==> src/rtl/core/ptg_pkg.sv <==
// Shared types and constants for the PWM tone generator with duration.
// Used by ptg_divider, ptg_timer and the top level; depends on nothing.
`default_nettype none

package ptg_pkg;

	// field and register widths
	localparam int FREQ_W     = 16;
	localparam int DUR_W      = 16;
	localparam int REF_W      = 24;
	localparam int PRESC_W    = 17;
	localparam int PCNT_W     = 16;
	localparam int MSDIV_W    = 25;
	localparam int MSCNT_W    = 24;
	localparam int CFG_ADDR_W = 2;
	localparam int CFG_DATA_W = 25;
	localparam int S_DATA_W   = 32;
	localparam int M_DATA_W   = 8;

	// default period counter width
	localparam int PERIOD_BITS_DEF = 16;

	// largest effective divider values
	localparam logic [PRESC_W-1:0] PRESC_MAX = PRESC_W'(65536);
	localparam logic [MSDIV_W-1:0] MSDIV_MAX = MSDIV_W'(16777216);

	// register reset values
	localparam logic [PRESC_W-1:0] PRESC_RST = PRESC_W'(1099);
	localparam logic [REF_W-1:0]   REF_RST   = REF_W'(65573);
	localparam logic [MSDIV_W-1:0] MSDIV_RST = MSDIV_W'(72000);

	// register indexes
	localparam logic [CFG_ADDR_W-1:0] REG_PRESCALE_DIV    = CFG_ADDR_W'(0);
	localparam logic [CFG_ADDR_W-1:0] REG_REFERENCE_COUNT = CFG_ADDR_W'(1);
	localparam logic [CFG_ADDR_W-1:0] REG_MS_DIV          = CFG_ADDR_W'(2);

	// input item kinds
	localparam logic OP_TICK  = 1'b0;
	localparam logic OP_START = 1'b1;

	// divider status toward the sequencer
	typedef struct packed {
		logic busy;
		logic done;
	} div_stat_t;

	// command toward the timer
	typedef struct packed {
		logic             tick;
		logic             load;
		logic             run;
		logic [DUR_W-1:0] dur;
	} tmr_cmd_t;

	// sequencer states
	typedef enum logic [1:0] {
		ST_IDLE = 2'b01,
		ST_DIV  = 2'b10
	} state_t;

endpackage

`default_nettype wire

==> src/rtl/core/ptg_divider.sv <==
// Iterative restoring divider: reference count over frequency, one quotient bit per cycle.
// Depends on ptg_pkg.
`default_nettype none

module ptg_divider (
	input  wire                           clk,
	input  wire                           arst_n,
	input  wire                           start,
	input  wire [ptg_pkg::REF_W-1:0]      dividend,
	input  wire [ptg_pkg::FREQ_W-1:0]     divisor,
	output logic [ptg_pkg::REF_W-1:0]     quotient,
	output ptg_pkg::div_stat_t            stat
);

	localparam int CNT_W = $clog2(ptg_pkg::REF_W);

	logic                          busy_q;
	logic                          done_q;
	logic [CNT_W-1:0]              cnt_q;
	logic [ptg_pkg::FREQ_W-1:0]    rem_q;
	logic [ptg_pkg::FREQ_W-1:0]    dvs_q;
	logic [ptg_pkg::REF_W-1:0]     quo_q;
	logic [ptg_pkg::FREQ_W:0]      shifted;
	logic                          ge;
	logic [ptg_pkg::FREQ_W:0]      diff;

	// one shift, compare and subtract step
	always_comb begin
		shifted = {rem_q, quo_q[ptg_pkg::REF_W-1]};
		ge      = shifted >= {1'b0, dvs_q};
		diff    = shifted - {1'b0, dvs_q};
	end

	// control
	always_ff @(posedge clk or negedge arst_n) begin
		if (!arst_n) begin
			busy_q <= 1'b0;
			done_q <= 1'b0;
			cnt_q  <= '0;
		end else begin
			done_q <= 1'b0;
			if (start) begin
				busy_q <= 1'b1;
				cnt_q  <= '0;
			end else if (busy_q) begin
				cnt_q <= cnt_q + CNT_W'(1);
				if (cnt_q == CNT_W'(ptg_pkg::REF_W - 1)) begin
					busy_q <= 1'b0;
					done_q <= 1'b1;
				end
			end
		end
	end

	// datapath
	always_ff @(posedge clk) begin
		if (start) begin
			rem_q <= '0;
			dvs_q <= divisor;
			quo_q <= dividend;
		end else if (busy_q) begin
			rem_q <= ge ? diff[ptg_pkg::FREQ_W-1:0] : shifted[ptg_pkg::FREQ_W-1:0];
			quo_q <= {quo_q[ptg_pkg::REF_W-2:0], ge};
		end
	end

	assign quotient = quo_q;
	assign stat     = '{busy: busy_q, done: done_q};

endmodule

`default_nettype wire

==> src/rtl/core/ptg_timer.sv <==
// Tone timer: millisecond divider, remaining time, prescaler and period counter.
// Depends on ptg_pkg; gives the output levels for the state after each update.
`default_nettype none

module ptg_timer #(
	parameter int PERIOD_BITS = ptg_pkg::PERIOD_BITS_DEF
) (
	input  wire                             clk,
	input  wire                             arst_n,
	input  ptg_pkg::tmr_cmd_t               cmd,
	input  wire [PERIOD_BITS-1:0]           load_period,
	input  wire [ptg_pkg::PRESC_W-1:0]      prescale_div,
	input  wire [ptg_pkg::MSDIV_W-1:0]      ms_div,
	output logic                            pwm_next,
	output logic                            playing_next
);

	logic [ptg_pkg::PCNT_W-1:0]  psc_q, psc_d;
	logic [PERIOD_BITS-1:0]      pcnt_q, pcnt_d;
	logic [PERIOD_BITS-1:0]      pval_q, pval_d;
	logic [PERIOD_BITS-1:0]      cmp_q, cmp_d;
	logic [ptg_pkg::MSCNT_W-1:0] ms_q, ms_d;
	logic [ptg_pkg::DUR_W-1:0]   rem_q, rem_d;
	logic                        run_q, run_d;
	logic [ptg_pkg::PRESC_W-1:0] pd_eff;
	logic [ptg_pkg::MSDIV_W-1:0] md_eff;

	// dividers above their range act as the range limit
	always_comb begin
		pd_eff = (prescale_div > ptg_pkg::PRESC_MAX) ? ptg_pkg::PRESC_MAX : prescale_div;
		md_eff = (ms_div > ptg_pkg::MSDIV_MAX) ? ptg_pkg::MSDIV_MAX : ms_div;
	end

	// next state
	always_comb begin
		psc_d  = psc_q;
		pcnt_d = pcnt_q;
		pval_d = pval_q;
		cmp_d  = cmp_q;
		ms_d   = ms_q;
		rem_d  = rem_q;
		run_d  = run_q;
		if (cmd.load) begin
			pval_d = load_period;
			cmp_d  = load_period >> 1;
			psc_d  = '0;
			pcnt_d = '0;
			rem_d  = cmd.dur;
			run_d  = cmd.run;
		end else if (cmd.tick) begin
			// millisecond divider and remaining time
			if (({1'b0, ms_q} + ptg_pkg::MSDIV_W'(1)) >= md_eff) begin
				ms_d = '0;
				if (rem_q != '0) begin
					rem_d = rem_q - ptg_pkg::DUR_W'(1);
					if (rem_q == ptg_pkg::DUR_W'(1)) begin
						run_d = 1'b0;
					end
				end
			end else begin
				ms_d = ms_q + ptg_pkg::MSCNT_W'(1);
			end
			// prescaler and period counter
			if (run_d) begin
				if (({1'b0, psc_q} + ptg_pkg::PRESC_W'(1)) >= pd_eff) begin
					psc_d = '0;
					if (({1'b0, pcnt_q} + (PERIOD_BITS+1)'(1)) >= {1'b0, pval_q}) begin
						pcnt_d = '0;
					end else begin
						pcnt_d = pcnt_q + PERIOD_BITS'(1);
					end
				end else begin
					psc_d = psc_q + ptg_pkg::PCNT_W'(1);
				end
			end
		end
	end

	// state registers
	always_ff @(posedge clk or negedge arst_n) begin
		if (!arst_n) begin
			psc_q  <= '0;
			pcnt_q <= '0;
			pval_q <= '0;
			cmp_q  <= '0;
			ms_q   <= '0;
			rem_q  <= '0;
			run_q  <= 1'b0;
		end else begin
			psc_q  <= psc_d;
			pcnt_q <= pcnt_d;
			pval_q <= pval_d;
			cmp_q  <= cmp_d;
			ms_q   <= ms_d;
			rem_q  <= rem_d;
			run_q  <= run_d;
		end
	end

	// output levels after this update
	assign pwm_next     = run_d && (pcnt_d < cmp_d);
	assign playing_next = rem_d != '0;

endmodule

`default_nettype wire

==> src/rtl/core/pwm_tone_generator_with_duration_top.sv <==
// Top level of the PWM tone generator with duration: stream ports, registers, sequencer.
// Depends on ptg_pkg, ptg_divider and ptg_timer.
`default_nettype none

// A tick transaction (tuser 0) is one input clock of the tone timer; its result transaction
// carries the pwm level and the playing flag after the tick. A start transaction (tuser 1)
// computes period = reference_count / frequency on a shared restoring divider, one quotient
// bit per cycle over 24 divider steps, and the timer is loaded once the divider is done; a
// start with frequency 0 means silence and skips the divider. One transaction is in work
// at a time, and a new one is taken once the output register is empty or is being read in
// the same cycle. Period is saturated to PERIOD_BITS bits and the compare value is half
// of it.

module pwm_tone_generator_with_duration_top #(
	parameter int PERIOD_BITS = ptg_pkg::PERIOD_BITS_DEF
) (
	input  wire                              clk,
	input  wire                              arst_n,
	// configuration writes
	input  wire                              cfg_we,
	input  wire [ptg_pkg::CFG_ADDR_W-1:0]    cfg_addr,
	input  wire [ptg_pkg::CFG_DATA_W-1:0]    cfg_data,
	// input stream
	input  wire                              s_axis_tvalid,
	output logic                             s_axis_tready,
	input  wire [ptg_pkg::S_DATA_W-1:0]      s_axis_tdata,  // frequency[15:0], duration_ms[31:16]
	input  wire                              s_axis_tuser,  // op
	// output stream
	output logic                             m_axis_tvalid,
	input  wire                              m_axis_tready,
	output logic [ptg_pkg::M_DATA_W-1:0]     m_axis_tdata   // pwm_out[0], playing[1], zeros
);

	localparam int WW = (PERIOD_BITS > ptg_pkg::REF_W) ? PERIOD_BITS : ptg_pkg::REF_W;
	localparam logic [WW-1:0] PMAX_WIDE = WW'({PERIOD_BITS{1'b1}});

	logic [ptg_pkg::PRESC_W-1:0]  presc_q;
	logic [ptg_pkg::REF_W-1:0]    ref_q;
	logic [ptg_pkg::MSDIV_W-1:0]  msdiv_q;
	ptg_pkg::state_t              state_q;
	logic [ptg_pkg::DUR_W-1:0]    dur_q;
	logic                         out_vld_q;
	logic                         pwm_q;
	logic                         play_q;

	logic                         s_acc;
	logic [ptg_pkg::FREQ_W-1:0]   in_freq;
	logic [ptg_pkg::DUR_W-1:0]    in_dur;
	logic                         div_start;
	logic [ptg_pkg::REF_W-1:0]    quotient;
	ptg_pkg::div_stat_t           div_stat;
	logic [WW-1:0]                q_wide;
	logic [PERIOD_BITS-1:0]       period_sat;
	logic [PERIOD_BITS-1:0]       load_period;
	ptg_pkg::tmr_cmd_t            cmd;
	logic                         pwm_next;
	logic                         playing_next;
	logic                         result_en;

	assign in_freq = s_axis_tdata[ptg_pkg::FREQ_W-1:0];
	assign in_dur  = s_axis_tdata[ptg_pkg::FREQ_W +: ptg_pkg::DUR_W];

	// configuration registers
	always_ff @(posedge clk or negedge arst_n) begin
		if (!arst_n) begin
			presc_q <= ptg_pkg::PRESC_RST;
			ref_q   <= ptg_pkg::REF_RST;
			msdiv_q <= ptg_pkg::MSDIV_RST;
		end else if (cfg_we) begin
			unique case (cfg_addr)
				ptg_pkg::REG_PRESCALE_DIV:    presc_q <= cfg_data[ptg_pkg::PRESC_W-1:0];
				ptg_pkg::REG_REFERENCE_COUNT: ref_q   <= cfg_data[ptg_pkg::REF_W-1:0];
				ptg_pkg::REG_MS_DIV:          msdiv_q <= cfg_data;
				default: ;
			endcase
		end
	end

	// handshake
	assign s_axis_tready = (state_q == ptg_pkg::ST_IDLE) && (!out_vld_q || m_axis_tready);
	assign s_acc         = s_axis_tvalid && s_axis_tready;
	assign div_start     = s_acc && (s_axis_tuser == ptg_pkg::OP_START) && (in_freq != '0);

	// shared divider
	ptg_divider u_div (
		.clk      (clk),
		.arst_n   (arst_n),
		.start    (div_start),
		.dividend (ref_q),
		.divisor  (in_freq),
		.quotient (quotient),
		.stat     (div_stat)
	);

	// saturate the quotient to the period width
	always_comb begin
		q_wide     = WW'(quotient);
		period_sat = (q_wide > PMAX_WIDE) ? {PERIOD_BITS{1'b1}} : PERIOD_BITS'(q_wide);
	end

	// timer command from the sequencer
	always_comb begin
		cmd         = '0;
		load_period = '0;
		unique case (state_q)
			ptg_pkg::ST_IDLE: begin
				if (s_acc) begin
					if (s_axis_tuser == ptg_pkg::OP_TICK) begin
						cmd.tick = 1'b1;
					end else if (in_freq == '0) begin
						cmd.load = 1'b1;
						cmd.run  = 1'b0;
						cmd.dur  = in_dur;
					end
				end
			end
			ptg_pkg::ST_DIV: begin
				if (div_stat.done) begin
					cmd.load    = 1'b1;
					cmd.run     = 1'b1;
					cmd.dur     = dur_q;
					load_period = period_sat;
				end
			end
			default: ;
		endcase
	end

	assign result_en = cmd.tick || cmd.load;

	// tone timer
	ptg_timer #(
		.PERIOD_BITS (PERIOD_BITS)
	) u_tmr (
		.clk          (clk),
		.arst_n       (arst_n),
		.cmd          (cmd),
		.load_period  (load_period),
		.prescale_div (presc_q),
		.ms_div       (msdiv_q),
		.pwm_next     (pwm_next),
		.playing_next (playing_next)
	);

	// sequencer
	always_ff @(posedge clk or negedge arst_n) begin
		if (!arst_n) begin
			state_q <= ptg_pkg::ST_IDLE;
		end else begin
			unique case (state_q)
				ptg_pkg::ST_IDLE: begin
					if (div_start) begin
						state_q <= ptg_pkg::ST_DIV;
					end
				end
				ptg_pkg::ST_DIV: begin
					if (div_stat.done) begin
						state_q <= ptg_pkg::ST_IDLE;
					end
				end
				default: state_q <= ptg_pkg::ST_IDLE;
			endcase
		end
	end

	// duration held while dividing
	always_ff @(posedge clk) begin
		if (div_start) begin
			dur_q <= in_dur;
		end
	end

	// output register
	always_ff @(posedge clk or negedge arst_n) begin
		if (!arst_n) begin
			out_vld_q <= 1'b0;
		end else if (result_en) begin
			out_vld_q <= 1'b1;
		end else if (m_axis_tready) begin
			out_vld_q <= 1'b0;
		end
	end

	always_ff @(posedge clk) begin
		if (result_en) begin
			pwm_q  <= pwm_next;
			play_q <= playing_next;
		end
	end

	assign m_axis_tvalid = out_vld_q;
	assign m_axis_tdata  = {{(ptg_pkg::M_DATA_W-2){1'b0}}, play_q, pwm_q};

endmodule

`default_nettype wire

==> config.mk <==
export PLATFORM = sky130hd
export DESIGN_NAME = pwm_tone_generator_with_duration_top
export DESIGN_NICKNAME = d
export VERILOG_FILES = /design/src/rtl/core/ptg_pkg.sv /design/src/rtl/core/ptg_divider.sv /design/src/rtl/core/ptg_timer.sv /design/src/rtl/core/pwm_tone_generator_with_duration_top.sv
export SDC_FILE = /design/constraint.sdc
export NUM_CORES = 1
export LEC_CHECK = 0
export BUFFER_PORTS_ARGS = -buffer_cell sky130_fd_sc_hd__buf_2
export CAP_MARGIN = 5
export CORE_MARGIN = 4
export CORE_UTILIZATION = 55
export DETAILED_ROUTE_END_ITERATION = 12
export HOLD_SLACK_MARGIN = 0.06
export PLACE_DENSITY = 0.76
export SLEW_MARGIN = 10
export SYNTH_ARGS = -nofsm -noshare
export SYNTH_HDL_FRONTEND = slang
export SYNTH_HIERARCHICAL = 1
export SYNTH_SLANG_ARGS = --single-unit
==> constraint.sdc <==
create_clock -name clk -period 5.4 [get_ports clk]
set_input_delay 0.27 -clock clk [delete_from_list [all_inputs] [get_ports clk]]
set_output_delay 0.27 -clock clk [all_outputs]
set_load 0.01 [all_outputs]
==> summary.txt, run 1 <==
Synth
  • Synthesized area: roughly 0.015 mm2
  • Syn_area_per_cell: 10.23 um2
  • Synth Instances: approximately 1,500
  • Yosys warns: 6

Floorplan
  • DIE HEIGHT: about 170 um
  • Ports: 75
  • Core footprint: around 0.027 mm2
  • Initial Utilization: 0.5579
  • DIE WIDTH: between 150 and 200 um
  • Die ar.: 0.03005 mm2
  • Site Rows: 60

Power and ir drop
  • Max rail drop VDD: 0.2878 mV
  • LEAKAGE: slightly above 8 nW
  • Total power: 0.006584 W
  • Pwr dens: 368.9 mW/mm2

CTS
  • Number of CTS-inserted buffers: 28
  • TritonCTS Sinks: 255
  • Worst-path clk slew: around 0.060 ns
  • Clock root buffer: clkbuf_16
  • Worst-Skew Late Latency: around 0.55 ns
  • CTS tree: built
  • # H-tree levels: 1
  • Clock buffer depth: 3

STA
  • Fin crit period: roughly 5.3 ns
  • Fmax: 188.7 MHz
  • Worst Skew: between 0.01 and 0.015 ns
  • Fin Hold WS: 0.2431 ns
  • Final period utilization: 0.9813
  • Worst Max-Slew Pin Slew: between 1 and 1.5 ns
  • Final setup fails: 0
  • RSZ-0062 raised after global routing: yes
  • Pins Over Slew Limit: 0
  • Setup ws final: between 0.1 and 0.15 ns
  • Endpoints failing hold: 0
  • Slew HR: 0.2957

Placed design
  • Placed Cells: ~1,900
  • RePlAce Congestion: 0.9470
  • Post-DP HPWL: around 25,000 um
  • Pre-CTS setup slack: -0.06783 ns
  • Port buffer count: 68

Drt
  • DRC violations left: 0
  • Drt pass-1 iters: 5
  • Initial DRC Count: roughly 990
  • Vias: roughly 12,000
  • Routed Antenna Nets: 0
  • WL final: between 30,000 and 40,000 um
  • Vias per cell: approximately 6.0
  • Mean routed wirelength per cell: around 19 um

Worst setup path
  • Reg-to-Reg Start: u_tmr/ms_q[3]$_DFFE_PN0P_
  • Worst path arrival time: approximately 5.6 ns
  • Worst-path fanout max: 7
  • Worst path cell trace: and4_4 -> nand4_1 -> nor3_2 -> and4_1 -> and3_4 -> and3_4 -> xor2_1 -> ha_1 -> nand4_1 -> buf_4 -> nor4_4 -> and3_4 -> a41o_4 -> nor2_4 -> o211ai_4 -> or2_4 -> or3b_1 -> a21oi_2 -> ha_1 -> nand4_1 -> or3_1 -> a211o_1 -> o2111ai_1 -> a31oi_1
  • Critical Path End Type: register
  • Setup Crit Path Kind: register to register
  • Critical path's slowest cell: or3_1
  • Worst Path Required: between 5 and 6 ns
  • CP max stage delay: about 0.4 ns
  • Worst setup path startpoint: u_tmr/ms_q[3]$_DFFE_PN0P_
  • CP Launch Type: register

Job
  • Max cap viols: 0

Min path
  • Worst Min Path Start: cfg_addr[1]
  • Hold Path Class: input pin to register

Final layout
  • Area grow syn2layout: 18.69%
  • Non-filler cells in the finished layout: 2,001
  • Util after Layout: 0.6622
  • Ant diodes: 0
  • Layout cells sized above 1: 0.2337
  • Nets: 1,801

Global routing
  • Largest net degree at the start of global routing: between 70 and 80
  • Initial antenna violation count: 0
  • Global-route wire length before repair: slightly above 60,000 um
  • GRT overflow: 0
  • GRT Total Usage: 0.2393
  • Vias in the first global route: approximately 12,000

Status
  • Outcome: complete, no violations
[final timing paths]
kind	end	depth (start not counted)	slack, ns
min in group asynchronous	u_tmr/pcnt_q[12]$_DFF_PN0_	2	0.31
max in group asynchronous	u_tmr/ms_q[9]$_DFFE_PN0P_	3	3.72
worst min-delay path	presc_q[5]$_DFFE_PN0P_	3	0.24
worst max-delay path	pwm_q$_DFFE_PP_	24	0.10
worst min register to register	u_div/rem_q[5]$_SDFFE_PP0P_	2	0.50
worst max register to register	pwm_q$_DFFE_PP_	24	0.10
[placed cells by master, fill, tap and decap left out, types with 32 or more instances in the layout]
master	instances
a21oi_1	42
buf_2	67
buf_4	75
dfrtp_1	165
dlygate4sd3_1	59
edfxtp_1	58
ha_1	96
inv_1	73
mux2_2	92
nand2_1	166
nand3_1	43
nor2_1	71
o21ai_0	78
xor2_1	32
[area by class of cell]
cell class | instances | area (um2)
Clock buffer | 35 | 768.2
Clock inverter | 17 | 217.7
Fill cell | 1989 | 9104
Inverter | 74 | 277.8
Multi-Input combinational cell | 1073 | 7983
Sequential cell | 255 | 6611
Tap cell | 341 | 426.7
Timing Repair Buffer | 206 | 1563
[state kept, by name, summed over array words and instances, names as in the netlist, 2 cells and up]
name / count
u_div/quotient: 24
u_tmr/ms_q: 24
ref_q: 24
msdiv_q: 25
u_tmr/pval_q: 16
u_tmr/cmp_q: 16
u_tmr/pcnt_q: 16
presc_q: 17
u_div/rem_q: 16
u_div/cnt_q: 5
u_tmr/rem_q: 16
u_div/dvs_q: 16
state_q: 2
dur_q: 16
u_tmr/psc_q: 16
[where the power goes]
group / total (W) / internal [W] / switching (W)
clock network: 0.00202 / 0.00124 / 0.000781
registers: 0.00263 / 0.00239 / 0.000239
logic: 0.00193 / 0.000856 / 0.00108
total: 0.00658 / 0.00449 / 0.00210
[per-stage QoR]
stage	setup TNS [ns]	instance area (um2)
global placement	0	15830
finish	0	17850
CTS	0	17410
global route	-0.1806	17850
detailed placement	-0.06783	15830
floorplan	0	15100
[repair_timing]
item                                    in CTS  in global routing
gates resized for setup                      1                 53
endpoints found under the hold margin      168                  0
pin swaps                                    0                 51
endpoints found under the setup margin       1                  1
hold buffers                                59                  0
setup buffers                                0                 25
cloned                                       0                  2
[worst max-delay path: cells and delay by family (launching register included)]
kind	cells	cell delay (ns)
buffers and inverters	1	0.14
adder cells (fa/ha/maj)	2	0.46
AO/OA/AOI/OAI	6	0.90
AND/OR/NAND/NOR	14	3.00
XOR/XNOR	1	0.15
flip-flops	1	0.34
[routing by layer]
layer / vias up / GRT usage / routed length (um)
li1: 5694 / - / -
met1: 5940 / 0.3342 / 16730
met2: 398 / 0.3994 / 17820
met3: 72 / 0.03075 / 2150
met4: 0 / 0.05920 / 859
met5: - / 0 / 0
No activity file was read; power rests on OpenSTA's default activity.
==> run 2, diff against run 1 <==
Settings changed: CORE_UTILIZATION 55 to 50, PLACE_DENSITY 0.76 to 0.7.
==> summary.txt, run 2 (synthesized netlist as in run 1, its figures left out) <==
Global routing
  • Initial antenna violation count: 0 (unchanged)
  • Global-route wire length before repair: 58,970 um (-2.4%)
  • GRT overflow: 0 (unchanged)
  • Vias in the first global route: 11,650 (-2.2%)
  • GRT Total Usage: 0.2128 (-0.02650)
  • Largest net degree at the start of global routing: 102 (+40%)

Power and ir drop
  • Total power: 0.006505 W (-1.2%)
  • Comb pwr share: 0.292 (about the same)
  • Switch Pwr: 0.002033 W (-3.0%)
  • Cell internal pwr: 0.004471 W (-0.38%)
  • Max rail drop VDD: 0.2481 mV (-14%)
  • Switching part of the total power: 0.3126 (-0.005645)
  • LEAKAGE: 8.123 nW (-1.7%)
  • Sequential Power Share: 0.402 (+0.003)
  • Clock share of power: 0.306 (-0.002)
  • Pwr dens: 368.8 mW/mm2 (about the same)

CTS
  • Clock buffer depth: 3 (unchanged)
  • CTS tree: built
  • TritonCTS Sinks: 255 (unchanged)
  • Worst-Skew Late Latency: 0.54 ns (about the same)
  • Clock root buffer: clkbuf_16
  • # H-tree levels: 1 (unchanged)
  • Worst-path clk slew: 0.06 ns (about the same)
  • Number of CTS-inserted buffers: 28 (unchanged)

STA
  • Worst Max-Slew Pin Slew: 1.009 ns (-0.04505 ns)
  • Setup ws final: -0.02386 ns (-0.1250 ns)
  • Fmax: 184.4 MHz (-2.3%)
  • Fin crit period: 5.424 ns (+0.1250 ns)
  • Final period utilization: 1.004 (+0.02315)
  • Slew HR: 0.3274 (+0.03170)
  • Endpoints failing hold: 0 (unchanged)
  • RSZ-0062 raised after global routing: yes
  • Worst Skew: 0.009130 ns (-0.0009424 ns)
  • Final setup fails: 1 (+1)
  • Pins Over Slew Limit: 0 (unchanged)

Final layout
  • Largest Register: msdiv_q
  • Nets: 1,780 (-1.2%)
  • Most common library cell in the layout ignoring fill and taps: nand2_1
  • Area grow syn2layout: 17.30%
  • Util after Layout: 0.5951 (-0.06710)
  • Commonest cells after routing, fill and taps aside: 167 x nand2_1, 166 x dfrtp_1, 97 x ha_1, 92 x mux2_2, 78 x o21ai_0
  • Fillers: 2,469 (+24%)
  • Ant diodes: 0 (unchanged)
  • Number of flip-flops in the largest register: 25 (unchanged)
  • Layout cells sized above 1: 0.2160 (-0.01775)
  • Area of the multi-input gates: 0.007918 mm2 (-0.82%)
  • Non-filler cells in the finished layout: 2,029 (+1.4%)
  • Register area: 0.006610 mm2 (about the same)

Status
  • Outcome: complete, but fails checks
  • Violated checks: setup timing

Min path
  • Min-Delay Path Depth: 3 (unchanged)
  • Hold Path End: m_axis_tvalid$_DFFE_PN0P_
  • Hold Path Class: input pin to register
  • Worst Min Path Start: m_axis_tready

Placed design
  • Port buffer count: 68 (unchanged)
  • Post-DP HPWL: 25,170 um (+0.33%)
  • RePlAce Congestion: 0.8859 (-6.5%)
  • Placed Cells: 1,905 (+2.3%)

Drt
  • Vias per cell: 5.813 (-3.9%)
  • Routed Antenna Nets: 0 (unchanged)
  • Mean routed wirelength per cell: 17.76 um (-5.4%)
  • DRC violations left: 0 (unchanged)
  • Drt pass-1 iters: 5 (unchanged)
  • Vias: 11,790 (-2.6%)
  • Initial DRC Count: 824 (-16%)
  • WL final: 36,040 um (-4.0%)

Job
  • Max cap viols: 0 (unchanged)

Worst setup path
  • Critical Path End Type: register
  • Critical path's top delay family: simple AND/OR/NAND/NOR gates
  • Worst Path Required: 5.65 ns (about the same)
  • Setup Crit Path Kind: register to register
  • Worst Reg2Reg Path Length in Cells: 24 (unchanged)
  • Worst-path fanout max: 5 (-2)
  • Reg-to-reg slack, setup: -0.02 ns (-0.12 ns)
  • CP Buf/Inv Count: 1 (unchanged)
  • CP max stage delay: 0.48 ns (+0.08 ns)
  • CP Launch Type: register
  • Worst path cell trace: and4_4 -> nand4_1 -> nor3_2 -> and4_1 -> and3_4 -> and3_4 -> xor2_2 -> ha_1 -> nand4_1 -> buf_4 -> nor4_4 -> and3_1 -> a41o_2 -> nor2_4 -> o211ai_2 -> or2_4 -> or3b_2 -> a21oi_2 -> ha_1 -> nand4_1 -> or3_1 -> a211o_1 -> o2111ai_2 -> a31oi_1
  • Terminus of the critical flop-to-flop path: pwm_q$_DFFE_PP_
  • Worst path arrival time: 5.68 ns (+0.12 ns)
  • Most used cell, CP: nand4_1
  • Critical path's slowest cell: or3b_2
  • Reg-to-Reg Start: u_tmr/ms_q[6]$_DFFE_PN0P_

Floorplan
  • Ports: 75 (unchanged)
  • Core footprint: 0.02964 mm2 (+10%)
  • Die ar.: 0.03291 mm2 (+9.5%)
  • DIE HEIGHT: 181.4 um (+4.7%)
  • Initial Utilization: 0.5073 (-0.05059)
  • Site Rows: 63 (+5.0%)
  • DIE WIDTH: 181.4 um (+4.7%)
run 2: cell count changes in the layout (fill, tap and decap cells not counted), sizes merged:
cell and delta:
buf -20, clkbuf +8, clkinv -7, bufinv -1, clkinvlp -1, dlygate4sd3 -1, nand3 +1
run 2: power by group through the flow:
stage                     sequential (W)  combinational [W]  clock, W
final                            0.00262            0.00190   0.00199
after global routing             0.00266            0.00212   0.00213
after CTS                        0.00262            0.00188   0.00204
after detailed placement         0.00265            0.00183         0
after global placement           0.00263            0.00177         0
after floorplan                  0.00256            0.00148         0
run 2: how the worst max path moves through the flow:
stage,start,to,cells past startpoint
after global placement,u_tmr/ms_q[4]$_DFFE_PN0P_,pwm_q$_DFFE_PP_,26
after floorplan,u_tmr/ms_q[3]$_DFFE_PN0P_,pwm_q$_DFFE_PP_,25
after CTS,u_tmr/ms_q[4]$_DFFE_PN0P_,pwm_q$_DFFE_PP_,23
final,u_tmr/ms_q[6]$_DFFE_PN0P_,pwm_q$_DFFE_PP_,24
after detailed placement,u_tmr/ms_q[4]$_DFFE_PN0P_,pwm_q$_DFFE_PP_,26
after global routing,u_tmr/ms_q[6]$_DFFE_PN0P_,pwm_q$_DFFE_PP_,24
run 2: routing by layer:
metal  track usage  up-vias  share of wire
met5             0        -              0
met2        0.3477      319           0.47
met3       0.02865       61          0.050
li1              -     5644              -
met1        0.3049     5770           0.46
met4       0.04713        0          0.022
run 2: tightest hold or removal path, delay by kind of cell:
| family | cells | cell delay (ns) |
|---|---|---|
| buffers and inverters | 1 | 0.07 |
| and+or+nand+nor | 2 | 0.27 |
run 2: cell type report:
class / count / area share
multi-input combinational: 1074 / 0.4489
sequential: 255 / 0.3748
timing repair buffer: 184 / 0.07789
clock buffer: 44 / 0.04717
tap: 390 / 0.02767
inverter: 74 / 0.01575
clock inverter: 8 / 0.007874
run 2: per-stage QoR:
stage,setup slack [ns],hold slack [ns],setup TNS (ns),instance area (um2)
floorplan,0.007998,-0.02559,0,15100
CTS,0.03222,0.07271,0,17420
detailed placement,-0.1193,0.4637,-0.1193,15840
global placement,-0.02099,0.4646,-0.02099,15840
global route,-0.2819,0.1354,-0.4508,17640
finish,-0.02386,0.1182,-0.02386,17640
run 2: timing repair:
item	4_1_cts	5_1_grt
setup buffers	4	8
resized for setup	1	35
endpoints found under the hold margin	181	0
setup endpoints to repair	1	2
pin swaps	2	37
gates cloned	0	2
hold buffers	58	0
